### src/hw/rtl/ewmaad_pkg.sv
`timescale 1ns / 1ps
`default_nettype none
// ---------------------------------------------------------------------------
// ewmaad_pkg: shared types and constants of the moving-average activity detector
// This package holds the register field widths, the register indexes, the
// register reset values, the sequencer states and the control structs.
// ---------------------------------------------------------------------------
package ewmaad_pkg;

	// Widths of the configuration register fields.
	localparam int THRESH_W = 10;
	localparam int MGAIN_W  = 20;
	localparam int DGAIN_W  = 16;
	localparam int TICK_W   = 8;
	localparam int CNT_W    = 4;

	// Width of the deviation field in the result word.
	localparam int DEVOUT_W = 10;

	// Fixed-point fractions of the two gains.
	localparam int MEAN_GAIN_FRAC = 20;
	localparam int DEV_GAIN_FRAC  = 16;

	// Configuration port.
	localparam int CFG_IDX_W  = 3;
	localparam int CFG_DATA_W = 20;

	typedef enum logic [CFG_IDX_W-1:0] {
		CFG_ACTIVITY_THRESHOLD = 3'd0,
		CFG_MEAN_GAIN          = 3'd1,
		CFG_DEV_GAIN           = 3'd2,
		CFG_BLINK_TICKS        = 3'd3,
		CFG_WINDOW_TICKS       = 3'd4,
		CFG_BURST_EVENTS       = 3'd5,
		CFG_BURST_BLINK_TICKS  = 3'd6
	} cfg_idx_t;

	// Register reset values.
	localparam logic [THRESH_W-1:0] RST_ACTIVITY_THRESHOLD = 10'd8;
	localparam logic [MGAIN_W-1:0]  RST_MEAN_GAIN          = 20'd1049;
	localparam logic [DGAIN_W-1:0]  RST_DEV_GAIN           = 16'd6554;
	localparam logic [TICK_W-1:0]   RST_BLINK_TICKS        = 8'd50;
	localparam logic [TICK_W-1:0]   RST_WINDOW_TICKS       = 8'd100;
	localparam logic [CNT_W-1:0]    RST_BURST_EVENTS       = 4'd4;
	localparam logic [TICK_W-1:0]   RST_BURST_BLINK_TICKS  = 8'd100;

	// Blink timer value after reset.
	localparam logic [TICK_W-1:0]   RST_BLINK_LEFT = 8'd5;

	// Event counter ceiling.
	localparam logic [CNT_W-1:0]    CNT_MAX = 4'd15;

	typedef struct packed {
		logic [THRESH_W-1:0] activity_threshold;
		logic [MGAIN_W-1:0]  mean_gain;
		logic [DGAIN_W-1:0]  dev_gain;
		logic [TICK_W-1:0]   blink_ticks;
		logic [TICK_W-1:0]   window_ticks;
		logic [CNT_W-1:0]    burst_events;
		logic [TICK_W-1:0]   burst_blink_ticks;
	} cfg_t;

	// Sequencer states, one per use of the shared datapath.
	typedef enum logic [3:0] {
		ST_IDLE,
		ST_MAG,
		ST_MUL_LO,
		ST_MUL_HI,
		ST_UPD,
		ST_ABSD,
		ST_DEV1,
		ST_DEV2,
		ST_DEVSUM,
		ST_STEP
	} seq_state_t;

	// Strobes from the sequencer to the datapath and the event logic.
	typedef struct packed {
		logic take;
		logic mag;
		logic mul_lo;
		logic mul_hi;
		logic upd;
		logic absd;
		logic dev1;
		logic dev2;
		logic devsum;
		logic step;
	} ctl_t;

endpackage
`default_nettype wire

### src/hw/rtl/ewmaad_if.sv
`timescale 1ns / 1ps
`default_nettype none
// ---------------------------------------------------------------------------
// ewmaad_if: sample and result channels
// Valid/ready channels that carry one sample word in and one result word out.
// ---------------------------------------------------------------------------
interface ewmaad_in_if #(
	parameter int SAMPLE_BITS = 10
);
	logic                   valid;
	logic                   ready;
	logic [SAMPLE_BITS-1:0] sample;

	modport source (output valid, output sample, input ready);
	modport sink   (input valid, input sample, output ready);
endinterface

interface ewmaad_out_if;
	logic                             valid;
	logic                             ready;
	logic                             activity;
	logic                             event_led;
	logic                             burst_led;
	logic [ewmaad_pkg::DEVOUT_W-1:0]  deviation_level;
	logic [ewmaad_pkg::CNT_W-1:0]     events_seen;

	modport source (output valid, output activity, output event_led, output burst_led,
		output deviation_level, output events_seen, input ready);
	modport sink   (input valid, input activity, input event_led, input burst_led,
		input deviation_level, input events_seen, output ready);
endinterface
`default_nettype wire

### src/hw/rtl/ewma_activity_detector_top.sv
`timescale 1ns / 1ps
`default_nettype none
// ---------------------------------------------------------------------------
// ewma_activity_detector_top: moving-average activity detector
// Tracks a slow mean of the samples and the mean absolute deviation from
// it, flags activity above a threshold and drives event and burst lights.
//
//   channel     dir  handshake      word
//   sample_ch   in   valid/ready    sample
//   result_ch   out  valid/ready    activity, event_led, burst_led,
//                                   deviation_level, events_seen
//   cfg         in   cfg_wr_en      cfg_index, cfg_data
//
// A sample goes from acceptance to its result through one accept step
// and nine sequencer steps, four of them on the single shared multiplier.
// The next sample is taken in the cycle after the result is latched.
// Reset is asynchronous and returns the mean, deviation and timers to zero,
// with the blink timer at five and the registers at their defaults.
// A stalled result holds in its register; the sequencer waits in the event
// step only when that register is still occupied.
// ---------------------------------------------------------------------------
module ewma_activity_detector_top #(
	parameter int SAMPLE_BITS    = 10,
	parameter int MEAN_FRAC_BITS = 20
) (
	input  wire logic                               clk,
	input  wire logic                               arst_n,
	input  wire logic                               cfg_wr_en,
	input  wire logic [ewmaad_pkg::CFG_IDX_W-1:0]   cfg_index,
	input  wire logic [ewmaad_pkg::CFG_DATA_W-1:0]  cfg_data,
	ewmaad_in_if.sink                               sample_ch,
	ewmaad_out_if.source                            result_ch
);

	ewmaad_pkg::cfg_t       cfg;
	ewmaad_pkg::ctl_t       ctl;
	logic                   out_valid_q;
	logic                   out_free;
	logic [SAMPLE_BITS-1:0] deviation;

	assign out_free = !out_valid_q || result_ch.ready;

	ewmaad_cfg_regs u_cfg (
		.clk       (clk),
		.arst_n    (arst_n),
		.cfg_wr_en (cfg_wr_en),
		.cfg_index (cfg_index),
		.cfg_data  (cfg_data),
		.cfg       (cfg)
	);

	ewmaad_seq u_seq (
		.clk      (clk),
		.arst_n   (arst_n),
		.in_valid (sample_ch.valid),
		.out_free (out_free),
		.in_ready (sample_ch.ready),
		.ctl      (ctl)
	);

	ewmaad_avg_dp #(
		.SAMPLE_BITS    (SAMPLE_BITS),
		.MEAN_FRAC_BITS (MEAN_FRAC_BITS)
	) u_dp (
		.clk       (clk),
		.arst_n    (arst_n),
		.ctl       (ctl),
		.sample    (sample_ch.sample),
		.mean_gain (cfg.mean_gain),
		.dev_gain  (cfg.dev_gain),
		.deviation (deviation)
	);

	ewmaad_event_ctrl #(
		.SAMPLE_BITS (SAMPLE_BITS)
	) u_evt (
		.clk             (clk),
		.arst_n          (arst_n),
		.step            (ctl.step),
		.deviation       (deviation),
		.cfg             (cfg),
		.activity        (result_ch.activity),
		.event_led       (result_ch.event_led),
		.burst_led       (result_ch.burst_led),
		.deviation_level (result_ch.deviation_level),
		.events_seen     (result_ch.events_seen)
	);

	// Result valid: set when a word is latched, cleared when it is taken.
	always_ff @(posedge clk or negedge arst_n) begin
		if (!arst_n) begin
			out_valid_q <= 1'b0;
		end else if (ctl.step) begin
			out_valid_q <= 1'b1;
		end else if (result_ch.ready) begin
			out_valid_q <= 1'b0;
		end
	end

	assign result_ch.valid = out_valid_q;

	// A taken sample keeps the input closed on the next cycle.
	a_busy_after_take: assert property (@(posedge clk) disable iff (!arst_n)
		(sample_ch.valid && sample_ch.ready) |=> !sample_ch.ready)
		else $error("input reopened right after a sample was taken");

	// A finished sample always shows up as a valid result word.
	a_step_valid: assert property (@(posedge clk) disable iff (!arst_n)
		ctl.step |=> result_ch.valid)
		else $error("result word not presented after the event step");

endmodule
`default_nettype wire

### src/hw/rtl/ewmaad_cfg_regs.sv
`timescale 1ns / 1ps
`default_nettype none
// ---------------------------------------------------------------------------
// ewmaad_cfg_regs: configuration register file
// Seven write-only registers, each masked to its own width on write.
// ---------------------------------------------------------------------------
module ewmaad_cfg_regs (
	input  wire logic                               clk,
	input  wire logic                               arst_n,
	input  wire logic                               cfg_wr_en,
	input  wire logic [ewmaad_pkg::CFG_IDX_W-1:0]   cfg_index,
	input  wire logic [ewmaad_pkg::CFG_DATA_W-1:0]  cfg_data,
	output      ewmaad_pkg::cfg_t                   cfg
);

	ewmaad_pkg::cfg_t cfg_q;

	// Register writes; an index with no register behind it is dropped.
	always_ff @(posedge clk or negedge arst_n) begin
		if (!arst_n) begin
			cfg_q.activity_threshold <= ewmaad_pkg::RST_ACTIVITY_THRESHOLD;
			cfg_q.mean_gain          <= ewmaad_pkg::RST_MEAN_GAIN;
			cfg_q.dev_gain           <= ewmaad_pkg::RST_DEV_GAIN;
			cfg_q.blink_ticks        <= ewmaad_pkg::RST_BLINK_TICKS;
			cfg_q.window_ticks       <= ewmaad_pkg::RST_WINDOW_TICKS;
			cfg_q.burst_events       <= ewmaad_pkg::RST_BURST_EVENTS;
			cfg_q.burst_blink_ticks  <= ewmaad_pkg::RST_BURST_BLINK_TICKS;
		end else if (cfg_wr_en) begin
			unique case (cfg_index)
				ewmaad_pkg::CFG_ACTIVITY_THRESHOLD: begin
					cfg_q.activity_threshold <= cfg_data[ewmaad_pkg::THRESH_W-1:0];
				end
				ewmaad_pkg::CFG_MEAN_GAIN: begin
					cfg_q.mean_gain <= cfg_data[ewmaad_pkg::MGAIN_W-1:0];
				end
				ewmaad_pkg::CFG_DEV_GAIN: begin
					cfg_q.dev_gain <= cfg_data[ewmaad_pkg::DGAIN_W-1:0];
				end
				ewmaad_pkg::CFG_BLINK_TICKS: begin
					cfg_q.blink_ticks <= cfg_data[ewmaad_pkg::TICK_W-1:0];
				end
				ewmaad_pkg::CFG_WINDOW_TICKS: begin
					cfg_q.window_ticks <= cfg_data[ewmaad_pkg::TICK_W-1:0];
				end
				ewmaad_pkg::CFG_BURST_EVENTS: begin
					cfg_q.burst_events <= cfg_data[ewmaad_pkg::CNT_W-1:0];
				end
				ewmaad_pkg::CFG_BURST_BLINK_TICKS: begin
					cfg_q.burst_blink_ticks <= cfg_data[ewmaad_pkg::TICK_W-1:0];
				end
				default: begin
				end
			endcase
		end
	end

	assign cfg = cfg_q;

endmodule
`default_nettype wire

### src/hw/rtl/ewmaad_seq.sv
`timescale 1ns / 1ps
`default_nettype none
// ---------------------------------------------------------------------------
// ewmaad_seq: sequencer of the shared datapath
// Walks one sample through the mean, difference and deviation steps and
// then the event step, which waits until the result register is free.
// ---------------------------------------------------------------------------
module ewmaad_seq (
	input  wire logic        clk,
	input  wire logic        arst_n,
	input  wire logic        in_valid,
	input  wire logic        out_free,
	output wire logic        in_ready,
	output ewmaad_pkg::ctl_t ctl
);

	ewmaad_pkg::seq_state_t state_q;
	ewmaad_pkg::seq_state_t state_d;

	// State register.
	always_ff @(posedge clk or negedge arst_n) begin
		if (!arst_n) begin
			state_q <= ewmaad_pkg::ST_IDLE;
		end else begin
			state_q <= state_d;
		end
	end

	// Next state and step strobes.
	always_comb begin
		state_d = state_q;
		ctl     = '0;
		unique case (state_q)
			ewmaad_pkg::ST_IDLE: begin
				if (in_valid) begin
					ctl.take = 1'b1;
					state_d  = ewmaad_pkg::ST_MAG;
				end
			end
			ewmaad_pkg::ST_MAG: begin
				ctl.mag = 1'b1;
				state_d = ewmaad_pkg::ST_MUL_LO;
			end
			ewmaad_pkg::ST_MUL_LO: begin
				ctl.mul_lo = 1'b1;
				state_d    = ewmaad_pkg::ST_MUL_HI;
			end
			ewmaad_pkg::ST_MUL_HI: begin
				ctl.mul_hi = 1'b1;
				state_d    = ewmaad_pkg::ST_UPD;
			end
			ewmaad_pkg::ST_UPD: begin
				ctl.upd = 1'b1;
				state_d = ewmaad_pkg::ST_ABSD;
			end
			ewmaad_pkg::ST_ABSD: begin
				ctl.absd = 1'b1;
				state_d  = ewmaad_pkg::ST_DEV1;
			end
			ewmaad_pkg::ST_DEV1: begin
				ctl.dev1 = 1'b1;
				state_d  = ewmaad_pkg::ST_DEV2;
			end
			ewmaad_pkg::ST_DEV2: begin
				ctl.dev2 = 1'b1;
				state_d  = ewmaad_pkg::ST_DEVSUM;
			end
			ewmaad_pkg::ST_DEVSUM: begin
				ctl.devsum = 1'b1;
				state_d    = ewmaad_pkg::ST_STEP;
			end
			ewmaad_pkg::ST_STEP: begin
				if (out_free) begin
					ctl.step = 1'b1;
					state_d  = ewmaad_pkg::ST_IDLE;
				end
			end
			default: begin
				state_d = ewmaad_pkg::ST_IDLE;
			end
		endcase
	end

	assign in_ready = (state_q == ewmaad_pkg::ST_IDLE);

endmodule
`default_nettype wire

### src/hw/rtl/ewmaad_avg_dp.sv
`timescale 1ns / 1ps
`default_nettype none
// ---------------------------------------------------------------------------
// ewmaad_avg_dp: averaging datapath around one shared multiplier
// Holds the running mean and the running mean absolute deviation. The
// mean step is formed from two half-width partial products and the
// deviation from two products, all through the same registered multiplier.
// ---------------------------------------------------------------------------
module ewmaad_avg_dp #(
	parameter int SAMPLE_BITS    = 10,
	parameter int MEAN_FRAC_BITS = 20
) (
	input  wire logic                              clk,
	input  wire logic                              arst_n,
	input  wire ewmaad_pkg::ctl_t                  ctl,
	input  wire logic [SAMPLE_BITS-1:0]            sample,
	input  wire logic [ewmaad_pkg::MGAIN_W-1:0]    mean_gain,
	input  wire logic [ewmaad_pkg::DGAIN_W-1:0]    dev_gain,
	output wire logic [SAMPLE_BITS-1:0]            deviation
);

	localparam int MW  = SAMPLE_BITS + MEAN_FRAC_BITS;
	localparam int HW  = (MW + 1) / 2;
	localparam int AW  = (HW > SAMPLE_BITS) ? HW : SAMPLE_BITS;
	localparam int BW  = ewmaad_pkg::MGAIN_W;
	localparam int PW  = AW + BW;
	localparam int SW  = MW + BW + 1;
	localparam int DGF = ewmaad_pkg::DEV_GAIN_FRAC;
	localparam int DGAIN_W1 = ewmaad_pkg::DGAIN_W + 1;
	// Smallest mean that counts as settled: 0.001 rounded up.
	localparam logic [MW-1:0] LOAD_LIMIT =
		MW'(((64'd1 << MEAN_FRAC_BITS) + 64'd999) / 64'd1000);

	logic [SAMPLE_BITS-1:0] x_q;
	logic [MW-1:0]          mean_q;
	logic [MW-1:0]          mag_q;
	logic                   neg_q;
	logic [SAMPLE_BITS-1:0] a_q;
	logic [SAMPLE_BITS-1:0] dev_q;
	logic [PW-1:0]          prod_q;
	logic [PW-1:0]          acc_q;

	logic [MW-1:0]          xs;
	logic                   load;
	logic [MW-1:0]          mean_eff;
	logic                   mag_neg;
	logic [MW-1:0]          mag;
	logic [AW-1:0]          mul_a;
	logic [BW-1:0]          mul_b;
	logic [DGAIN_W1-1:0]    inv_gain;
	logic [SW-1:0]          msum;
	logic [MW-1:0]          mstep;
	logic [MW-1:0]          adiff;
	logic [PW:0]            dsum;

	assign xs = {x_q, MEAN_FRAC_BITS'(0)};

	// Mean load below the settle limit, then the distance to the sample.
	always_comb begin
		load     = (mean_q < LOAD_LIMIT);
		mean_eff = load ? xs : mean_q;
		mag_neg  = (xs < mean_eff);
		mag      = mag_neg ? (mean_eff - xs) : (xs - mean_eff);
	end

	// Complement of the deviation gain, one in Q1.16 minus the gain.
	assign inv_gain = DGAIN_W1'(1 << DGF) - {1'b0, dev_gain};

	// Operand select for the shared multiplier.
	always_comb begin
		mul_a = '0;
		mul_b = '0;
		priority if (ctl.mul_lo) begin
			mul_a = AW'(mag_q[HW-1:0]);
			mul_b = mean_gain;
		end else if (ctl.mul_hi) begin
			mul_a = AW'(mag_q[MW-1:HW]);
			mul_b = mean_gain;
		end else if (ctl.dev1) begin
			mul_a = AW'(dev_q);
			mul_b = BW'(inv_gain);
		end else if (ctl.dev2) begin
			mul_a = AW'(a_q);
			mul_b = BW'(dev_gain);
		end
	end

	// Mean step: sum of the partial products, truncated toward zero.
	always_comb begin
		msum  = SW'(acc_q) + (SW'(prod_q) << HW);
		mstep = msum[ewmaad_pkg::MEAN_GAIN_FRAC +: MW];
	end

	// Whole-sample distance between the sample and the new mean.
	assign adiff = (xs >= mean_q) ? (xs - mean_q) : (mean_q - xs);

	// Deviation sum of both weighted products.
	assign dsum = (PW + 1)'(acc_q) + (PW + 1)'(prod_q);

	// Multiplier output and partial sum registers.
	always_ff @(posedge clk) begin
		prod_q <= PW'(mul_a) * PW'(mul_b);
		if (ctl.mul_hi || ctl.dev2) begin
			acc_q <= prod_q;
		end
		if (ctl.take) begin
			x_q <= sample;
		end
		if (ctl.mag) begin
			mag_q <= mag;
			neg_q <= mag_neg;
		end
		if (ctl.absd) begin
			a_q <= adiff[MW-1:MEAN_FRAC_BITS];
		end
	end

	// Running mean and deviation.
	always_ff @(posedge clk or negedge arst_n) begin
		if (!arst_n) begin
			mean_q <= '0;
			dev_q  <= '0;
		end else begin
			if (ctl.mag) begin
				mean_q <= mean_eff;
			end else if (ctl.upd) begin
				mean_q <= neg_q ? (mean_q - mstep) : (mean_q + mstep);
			end
			if (ctl.devsum) begin
				dev_q <= dsum[DGF +: SAMPLE_BITS];
			end
		end
	end

	assign deviation = dev_q;

	// A sample above the mean never moves the mean down.
	a_mean_dir: assert property (@(posedge clk) disable iff (!arst_n)
		(ctl.upd && !neg_q) |=> (mean_q >= $past(mean_q)))
		else $error("mean moved away from the sample");

	// The new deviation never exceeds the larger of old deviation and distance.
	a_dev_bound: assert property (@(posedge clk) disable iff (!arst_n)
		ctl.devsum |=> ((dev_q <= $past(dev_q)) || (dev_q <= $past(a_q))))
		else $error("deviation grew past both of its inputs");

endmodule
`default_nettype wire

### src/hw/rtl/ewmaad_event_ctrl.sv
`timescale 1ns / 1ps
`default_nettype none
// ---------------------------------------------------------------------------
// ewmaad_event_ctrl: event, window and burst logic with the result register
// Once per sample it decides activity, runs the blink and window timers,
// counts events and fires the burst indicator, and latches the result word.
// ---------------------------------------------------------------------------
module ewmaad_event_ctrl #(
	parameter int SAMPLE_BITS = 10
) (
	input  wire logic                              clk,
	input  wire logic                              arst_n,
	input  wire logic                              step,
	input  wire logic [SAMPLE_BITS-1:0]            deviation,
	input  wire ewmaad_pkg::cfg_t                  cfg,
	output wire logic                              activity,
	output wire logic                              event_led,
	output wire logic                              burst_led,
	output wire logic [ewmaad_pkg::DEVOUT_W-1:0]   deviation_level,
	output wire logic [ewmaad_pkg::CNT_W-1:0]      events_seen
);

	localparam int CW = SAMPLE_BITS + ewmaad_pkg::THRESH_W;
	localparam int LW = SAMPLE_BITS + ewmaad_pkg::DEVOUT_W;

	logic                              act_q;
	logic [ewmaad_pkg::DEVOUT_W-1:0]   lvl_q;
	logic                              event_accounted_q;
	logic [ewmaad_pkg::TICK_W-1:0]     blink_left_q;
	logic [ewmaad_pkg::TICK_W-1:0]     window_left_q;
	logic [ewmaad_pkg::CNT_W-1:0]      event_count_q;
	logic                              event_light_q;
	logic                              burst_light_q;

	logic                              act;
	logic [LW-1:0]                     dev_wide;
	logic                              accounted_d;
	logic [ewmaad_pkg::TICK_W-1:0]     blink_d;
	logic [ewmaad_pkg::TICK_W-1:0]     window_d;
	logic [ewmaad_pkg::CNT_W-1:0]      count_d;
	logic                              event_d;
	logic                              burst_d;

	assign act      = (CW'(deviation) >= CW'(cfg.activity_threshold));
	assign dev_wide = LW'(deviation);

	// One tick of the event controls, in their fixed order.
	always_comb begin
		accounted_d = event_accounted_q;
		blink_d     = blink_left_q;
		window_d    = window_left_q;
		count_d     = event_count_q;
		event_d     = event_light_q;
		burst_d     = burst_light_q;

		// A new activity starts an event.
		if (act && !accounted_d) begin
			event_d     = 1'b1;
			blink_d     = cfg.blink_ticks;
			if (count_d != ewmaad_pkg::CNT_MAX) begin
				count_d = count_d + 1'b1;
			end
			window_d    = cfg.window_ticks;
			accounted_d = 1'b1;
		end

		// Blink timer; at zero both lights go out.
		if (blink_d == '0) begin
			event_d     = 1'b0;
			burst_d     = 1'b0;
			accounted_d = 1'b0;
		end else begin
			blink_d = blink_d - 1'b1;
		end

		// Window timer; at zero the event count clears.
		if (window_d == '0) begin
			count_d = '0;
		end else begin
			window_d = window_d - 1'b1;
		end

		// Enough events in the window fire a burst.
		if (count_d == cfg.burst_events) begin
			burst_d  = 1'b1;
			count_d  = '0;
			blink_d  = cfg.burst_blink_ticks;
			window_d = cfg.window_ticks;
		end
	end

	// Event state.
	always_ff @(posedge clk or negedge arst_n) begin
		if (!arst_n) begin
			event_accounted_q <= 1'b0;
			blink_left_q      <= ewmaad_pkg::RST_BLINK_LEFT;
			window_left_q     <= '0;
			event_count_q     <= '0;
			event_light_q     <= 1'b0;
			burst_light_q     <= 1'b0;
		end else if (step) begin
			event_accounted_q <= accounted_d;
			blink_left_q      <= blink_d;
			window_left_q     <= window_d;
			event_count_q     <= count_d;
			event_light_q     <= event_d;
			burst_light_q     <= burst_d;
		end
	end

	// Result word fields that are not part of the event state.
	always_ff @(posedge clk) begin
		if (step) begin
			act_q <= act;
			lvl_q <= dev_wide[ewmaad_pkg::DEVOUT_W-1:0];
		end
	end

	assign activity        = act_q;
	assign event_led       = event_light_q;
	assign burst_led       = burst_light_q;
	assign deviation_level = lvl_q;
	assign events_seen     = event_count_q;

	// The event light and the accounted flag are set and cleared together.
	a_light_tracks: assert property (@(posedge clk) disable iff (!arst_n)
		event_light_q == event_accounted_q)
		else $error("event light and accounted flag disagree");

endmodule
`default_nettype wire

### src/flat_wrapper.sv
// flat-port wrapper written by rule: the top's interface ports become plain ports
module ewma_activity_detector_top_flat 
#(
	parameter int SAMPLE_BITS    = 10,
	parameter int MEAN_FRAC_BITS = 20
)
  (clk, arst_n, cfg_wr_en, cfg_index, cfg_data, sample_ch_valid, sample_ch_sample, sample_ch_ready, result_ch_valid, result_ch_activity, result_ch_event_led, result_ch_burst_led, result_ch_deviation_level, result_ch_events_seen, result_ch_ready);
  ewmaad_in_if #(.SAMPLE_BITS(SAMPLE_BITS)) sample_ch_i ();
  ewmaad_out_if result_ch_i ();
  input  wire logic clk;
  input  wire logic arst_n;
  input  wire logic cfg_wr_en;
  input  wire logic [ewmaad_pkg::CFG_IDX_W-1:0] cfg_index;
  input  wire logic [ewmaad_pkg::CFG_DATA_W-1:0] cfg_data;
  input wire logic [$bits(sample_ch_i.valid)-1:0] sample_ch_valid;
  input wire logic [$bits(sample_ch_i.sample)-1:0] sample_ch_sample;
  output wire logic [$bits(sample_ch_i.ready)-1:0] sample_ch_ready;
  output wire logic [$bits(result_ch_i.valid)-1:0] result_ch_valid;
  output wire logic [$bits(result_ch_i.activity)-1:0] result_ch_activity;
  output wire logic [$bits(result_ch_i.event_led)-1:0] result_ch_event_led;
  output wire logic [$bits(result_ch_i.burst_led)-1:0] result_ch_burst_led;
  output wire logic [$bits(result_ch_i.deviation_level)-1:0] result_ch_deviation_level;
  output wire logic [$bits(result_ch_i.events_seen)-1:0] result_ch_events_seen;
  input wire logic [$bits(result_ch_i.ready)-1:0] result_ch_ready;
  assign sample_ch_i.valid = sample_ch_valid;
  assign sample_ch_i.sample = sample_ch_sample;
  assign sample_ch_ready = sample_ch_i.ready;
  assign result_ch_valid = result_ch_i.valid;
  assign result_ch_activity = result_ch_i.activity;
  assign result_ch_event_led = result_ch_i.event_led;
  assign result_ch_burst_led = result_ch_i.burst_led;
  assign result_ch_deviation_level = result_ch_i.deviation_level;
  assign result_ch_events_seen = result_ch_i.events_seen;
  assign result_ch_i.ready = result_ch_ready;
  ewma_activity_detector_top #(.SAMPLE_BITS(SAMPLE_BITS), .MEAN_FRAC_BITS(MEAN_FRAC_BITS)) u_core (.clk(clk), .arst_n(arst_n), .cfg_wr_en(cfg_wr_en), .cfg_index(cfg_index), .cfg_data(cfg_data), .sample_ch(sample_ch_i), .result_ch(result_ch_i));
endmodule
### config.mk
export PLATFORM = sky130hd
export DESIGN_NAME = ewma_activity_detector_top_flat
export DESIGN_NICKNAME = d
export VERILOG_FILES = /design/src/hw/rtl/ewmaad_pkg.sv /design/src/hw/rtl/ewmaad_if.sv /design/src/hw/rtl/ewma_activity_detector_top.sv /design/src/hw/rtl/ewmaad_cfg_regs.sv /design/src/hw/rtl/ewmaad_seq.sv /design/src/hw/rtl/ewmaad_avg_dp.sv /design/src/hw/rtl/ewmaad_event_ctrl.sv /design/src/flat_wrapper.sv
export SDC_FILE = /design/constraint.sdc
export NUM_CORES = 1
export LEC_CHECK = 0
export BUFFER_PORTS_ARGS = -buffer_cell sky130_fd_sc_hd__buf_2
export CAP_MARGIN = 10
export CORE_UTILIZATION = 45
export CTS_BUF_LIST = sky130_fd_sc_hd__clkbuf_4
export DETAILED_ROUTE_END_ITERATION = 10
export PLACE_DENSITY_LB_ADDON = 0.05
export SYNTH_ARGS = -nofsm -noshare
export SYNTH_HDL_FRONTEND = slang
export SYNTH_SLANG_ARGS = --single-unit
### constraint.sdc
create_clock -name clk -period 8.7 [get_ports clk]
set_clock_uncertainty 0.1 [all_clocks]
set_input_delay 0.87 -clock clk [delete_from_list [all_inputs] [get_ports clk]]
set_output_delay 0.87 -clock clk [all_outputs]
set_load 0.02 [all_outputs]
==> flow_metrics.tcl, run 1 <==
set metrics [dict create \
    seq_area_sq_um 7170 \
    initial_core_util 0.458 \
    synth_ff_type "dfrtp_1" \
    io_pins 57 \
    slew_violations 0 \
    syn_area_per_cell_sq_um 9.22 \
    period_share 0.956 \
    clk_pin_slew_worst_paths_ps 60 \
    wl_per_cell_um 21.1 \
    drc 3 \
    fin_nets 3541 \
    crit_top_cell "fa_1" \
    hp-start "sample_ch_sample[4]" \
    insertion_delay_ps 830 \
    end_kind "register" \
    antenna_left 0 \
    dp_hpwl_mm 65.3 \
    drv_cap 0 \
    cts_root_buffer "clkbuf_4" \
    via_count 21800 \
    synth_cells 2944 \
    cts_tree "done" \
    slowest_delay_ps 600 \
    fmax_ghz 0.120 \
    overflow 0 \
    final_cell_mix "inv_1 (335), nor2_1 (306), nand2_1 (292)" \
    cts_htree_levels 3 \
    cts_made_buffers 80 \
    startpoint_type "register" \
    final-setup-viol-count 0 \
    synth_edf_count 97 \
    grt_max_degree 61 \
    dp_slack_ps 255 \
    hold_path.class "input port to register" \
    worst_slew_pin_slew_ps 1100 \
    multi_input_area_sq_um 18300 \
    die_w_um 248 \
    final_common_cell "inv_1" \
    setup_ws_ps 382 \
    critical_path.startpoint "u_core.u_cfg.cfg[28]" \
    synth-seq-cells 273 \
    synth-async-reset-ratio 0.516 \
    cts_max_path_buffers 3 \
    grt_pass1_wl_mm 130 \
    synth_top_area_share 0.173 \
    synth_area_leaders "fa_1 (17%), dfrtp_1 (11%), edfxtp_1 (11%)" \
    cp_slowest_cell "or4b_2" \
    drt_pass1_iterations 8 \
    drt_iter0_drc 1533 \
    synth_cell_type_count 102 \
    required_ps 9270 \
    max_slew_margin 0.264 \
    cts_num_sinks 273 \
    path_max_fanout 7 \
    area_delta_synth_final_pct 9.26 \
    design.core.area_sq_um 59400 \
    dieArea_sq_um 61300 \
    synthesis.nets 3441 \
    grt_pass1_vias 22200 \
    routabilityCongestion 0.932 \
    fp.dieH_um 248 \
    synth.cell_area_sq_um 27200 \
    hold_viol 0 \
    arrival_ps 8880 \
    drive_gt1_frac 0.134 \
    port-buffer-count 56 \
    r2r_setup_slack_ps 380 \
    num_rows 89 \
    reg2reg_from "u_core.u_cfg.cfg[28]" \
    fillers 5780 \
    final_util 0.500 \
    crit_type "register to register" \
    fin_crit_ps 8320 \
    seq_area_frac_synth 0.264 \
    yosysTopAreaCell "fa_1" \
    antenna_found_initial 3 \
    outcome "finished with violations" \
    postRouteWirelength_mm 81.9 \
    vias_per_cell 5.62 \
    yosysWarnings 0 \
    grt_usage 0.277 \
    violations "design-rule violations" \
]
-- timing repair --
| item | in CTS | in global routing |
|---|---|---|
| endpoints found under the hold margin | 38 | 0 |
| resized for setup | 0 | 8 |
| hold buffers | 1 | 0 |
| buffers inserted | 0 | 0 |
| endpoints found under the setup margin | 0 | 5 |
-- per-layer routing --
metal / GRT usage / up-vias / part of all wire
met4: 0.0890 / 0 / 0.029
met3: 0.0407 / 121 / 0.051
li1: - / 10300 / -
met5: 0 / - / 0
met2: 0.438 / 617 / 0.46
met1: 0.389 / 10800 / 0.47
-- critical path, delay by kind of cell, from the launching register on --
kind                       cells  cell delay (ps)
buffers and inverters          6              480
xor gates and xnor gates       1              160
DFF                            1              410
AOI/OAI and AO/OA              9             1510
adders and majority gates      8             3580
and+or+nand+nor                9             1960
-- logic make-up (layout without fill, tap and decap cells) --
group	after synthesis	after routing	share of synthesized area
adders and majority gates	459	459	0.276
xor gates and xnor gates	146	146	0.0471
buffers and inverters	441	607	0.0625
AOI/OAI and AO/OA	559	559	0.134
and+or+nand+nor	957	957	0.167
muxes	109	109	0.0481
DFF	273	273	0.264
other	0	1	0
-- final cells by class --
type | instances | area share
clock inverter | 27 | 0.00637
antenna | 1 | 0.0000843
timing repair buffer | 121 | 0.0274
clock buffer | 121 | 0.0306
inverter | 338 | 0.0428
sequential | 273 | 0.242
multi-input combinational | 2230 | 0.618
tap | 773 | 0.0326
-- registers in the layout (all words and copies together) (netlist names), 10 cells and up --
register / count
u_core.u_dp.acc_q: 35
u_core.u_dp.x_q: 10
u_core.u_dp.mean_q: 30
u_core.u_dp.deviation: 10
u_core.u_cfg.cfg: 74
u_core.u_dp.mag_q: 30
u_core.u_dp.a_q: 10
u_core.u_evt.deviation_level: 10
u_core.u_dp.prod_q: 35
-- final timing paths --
| check | cells past startpoint | end |
|---|---|---|
| setup / recovery | 33 | u_core.u_dp.prod_q[32] |
| hold / removal | 1 | u_core.u_dp.x_q[4] |
| setup reg to reg | 33 | u_core.u_dp.prod_q[32] |
| hold reg to reg | 0 | u_core.u_dp.acc_q[2] |
| max in group asynchronous | 4 | u_core.u_evt.blink_left_q[1] |
| min in group asynchronous | 2 | u_core.u_dp.mean_q[24] |
-- synth_stat cells, drive strengths merged (30+ instances only) --
master,n
xor2,55
dfxtp,35
nor2,307
nand3,59
nor3,63
dfrtp,117
edfxtp,97
mux2,71
nand2,292
o21ai,143
fa,235
a21o,49
clkbuf,78
ha,224
nand2b,40
nor2b,30
a21oi,146
xnor2,91
inv,337
-- per-stage QoR --
step,TNS [ps],hold slack [ps],instances,instance area (sq um)
3_3_place_gp,0,364,3733,28500
3_5_place_dp,0,366,3733,28500
5_1_grt,-23.0,52.2,3884,29700
4_1_cts,0,11.0,3882,29600
6_report,0,117,3884,29700
2_1_floorplan,0,329,2944,27200
Power of run 1 is left out: the tool's default activity adds up to more than one toggle a clock period on the data nets, which glitch-free logic cannot reach.
==> inputs of run 2 (changes only) <==
--- a/config.mk
+++ b/config.mk
@@ -11,6 +11,7 @@
 export CTS_BUF_LIST = sky130_fd_sc_hd__clkbuf_4
 export DETAILED_ROUTE_END_ITERATION = 10
 export PLACE_DENSITY_LB_ADDON = 0.05
+export REMOVE_ABC_BUFFERS = 1
 export SYNTH_ARGS = -nofsm -noshare
 export SYNTH_HDL_FRONTEND = slang
 export SYNTH_SLANG_ARGS = --single-unit
==> run 2 against run 1 <==
  * Flip-flop and latch count unchanged
  * Critical path depth down 5
  * Utilization rose by 0.25 points
  * Maximum frequency shrank 0.26%
  * Highest routed layer unchanged
  * The run still ends with design-rule violations left
  * Via count grew 0.65%
  * Largest cell class unchanged
  * Wire length is essentially flat
  * Global-route usage shrank 0.25 points
  * Clock-buffer cell count is 2 lower
  * Cell count grew 0.57%
  * Register-to-register slack lost 20 ps
==> flow_metrics.tcl, run 2 (synthesis gave the netlist of run 1 again) <==
set metrics [dict create \
    final_common_cell "inv_1" \
    final_area_sq_um 29800 \
    drv_cap 0 \
    cts_root_buffer "clkbuf_4" \
    dieArea_sq_um 61300 \
    cp_slowest_cell "or4b_2" \
    fp.dieH_um 248 \
    worst_slew_pin_slew_ps 1160 \
    final_cell_mix "inv_1 (335), nor2_1 (305), nand2_1 (292)" \
    dr_wl_met2_mm 36.6 \
    wl_met1_mm 38.0 \
    grt_usage 0.274 \
    fillers 5685 \
    clk_pin_slew_worst_paths_ps 70 \
    drt_iter0_drc 1599 \
    io_pins 57 \
    reg2reg_from "u_core.u_seq.state_q[0]" \
    slew_violations 0 \
    grt_pass1_vias 21800 \
    vias_per_cell 5.62 \
    wl_per_cell_um 21.0 \
    path_max_fanout 15 \
    hold_viol 0 \
    crit_type "register to register" \
    drt_pass1_iterations 8 \
    grt_pass1_wl_mm 127 \
    port-buffer-count 56 \
    area_delta_synth_final_pct 9.81 \
    cts_max_path_buffers 3 \
    period_share 0.959 \
    die_w_um 248 \
    num_rows 89 \
    hold_depth 1 \
    outcome "finished with violations" \
    hold_path_end "u_core.u_dp.x_q[9]" \
    required_ps 9290 \
    end_kind "register" \
    r2r_setup_slack_ps 360 \
    slowest_delay_ps 600 \
    cpLargestDelayFamily "adder cells" \
    grt_max_degree 77 \
    via_count 22000 \
    largest_reg_flops 74 \
    worst_r2r_endpoint "u_core.u_dp.prod_q[32]" \
    met3RoutedLength_mm 4.07 \
    violations "design-rule violations" \
    cts_made_buffers 83 \
    postRouteWirelength_mm 81.8 \
    fin_crit_ps 8340 \
    top_layer "met4" \
    overflow 0 \
    cts_num_sinks 273 \
    final-setup-viol-count 0 \
    antenna_found_initial 2 \
    initial_core_util 0.458 \
    insertion_delay_ps 870 \
    routabilityCongestion 0.962 \
    fmax_ghz 0.120 \
    dp_hpwl_mm 65.3 \
    arrival_ps 8930 \
    antenna_left 0 \
    design.core.area_sq_um 59400 \
    cts_tree "done" \
    fin_nets 3561 \
    rr_worst_depth 28 \
    cts_htree_levels 3 \
    drive_gt1_frac 0.137 \
    critical_path_buf_inv_count 7 \
    drc 6 \
    hp-start "sample_ch_sample[9]" \
    place_area_sq_um 28600 \
    max_slew_margin 0.218 \
    hold_path.class "input port to register" \
    startpoint_type "register" \
]
-- run 2: changes by cell type in the layout (fill, tap and decap cells not counted), sizes merged --
cell,previous run,this run
buf,120,131
bufinv,3,4
clkinv,23,29
diode,1,2
dlygate4sd3,1,7
clkbuf,121,119
clkinvlp,1,0
-- run 2: cell type report --
cell class                      count  area [sq um]  share of cell area
Antenna cell                        2          5.00            0.000168
Clock buffer                      119           893              0.0300
Clock inverter                     33           238             0.00797
Inverter                          338          1270              0.0426
Multi-Input combinational cell   2230         18400               0.615
Sequential cell                   273          7170               0.241
Tap cell                          773           967              0.0324
Timing Repair Buffer              138           920              0.0308
-- run 2: worst register-to-register path: cells and delay by family (launching register included) --
kind / cells / cell delay (ps)
simple gates: 5 / 1560
flops: 1 / 550
compound gates: 8 / 1460
buf+inv: 7 / 580
fa+ha+maj: 7 / 3430
mux: 1 / 570
-- run 2: how the worst max path moves through the flow --
stage,slack (ps),cells past startpoint,start,end
3_5_place_dp,360,32,u_core.u_cfg.cfg[33],u_core.u_dp.prod_q[32]
5_1_grt,-10,33,u_core.u_cfg.cfg[28],u_core.u_dp.prod_q[32]
3_3_place_gp,420,32,u_core.u_cfg.cfg[33],u_core.u_dp.prod_q[32]
6_report,360,28,u_core.u_seq.state_q[0],u_core.u_dp.prod_q[32]
2_1_floorplan,-820,33,u_core.u_seq.state_q[1],u_core.u_dp.prod_q[32]
4_1_cts,280,32,u_core.u_cfg.cfg[33],u_core.u_dp.prod_q[32]
-- run 2: repair_timing --
action / 4_1_cts / 5_1_grt
endpoints found under the setup margin: 0 / 6
resized for setup: 0 / 11
buffers inserted: 0 / 1
endpoints found under the hold margin: 62 / 0
hold buffers: 7 / 0
-- run 2: routing by layer --
layer | vias to the layer above | track usage
met3 | 141 | 0.0347
met4 | 0 | 0.113
li1 | 10400 | -
met1 | 10800 | 0.391
met2 | 656 | 0.421
met5 | - | 0
-- run 2: per-stage QoR --
stage                     utilization  std cells  setup slack, ps  hold slack (ps)  setup TNS [ps]
after global routing            0.502       3905            -14.9              112           -14.9
after CTS                       0.502       3903              283             70.1               0
after floorplan                     -       2841             -824              329           -3160
after global placement          0.481       3744              424              359               0
after detailed placement        0.481       3744              358              372               0
final                           0.502       3906              360              168               0
Power of run 2 is left out for the same reason.
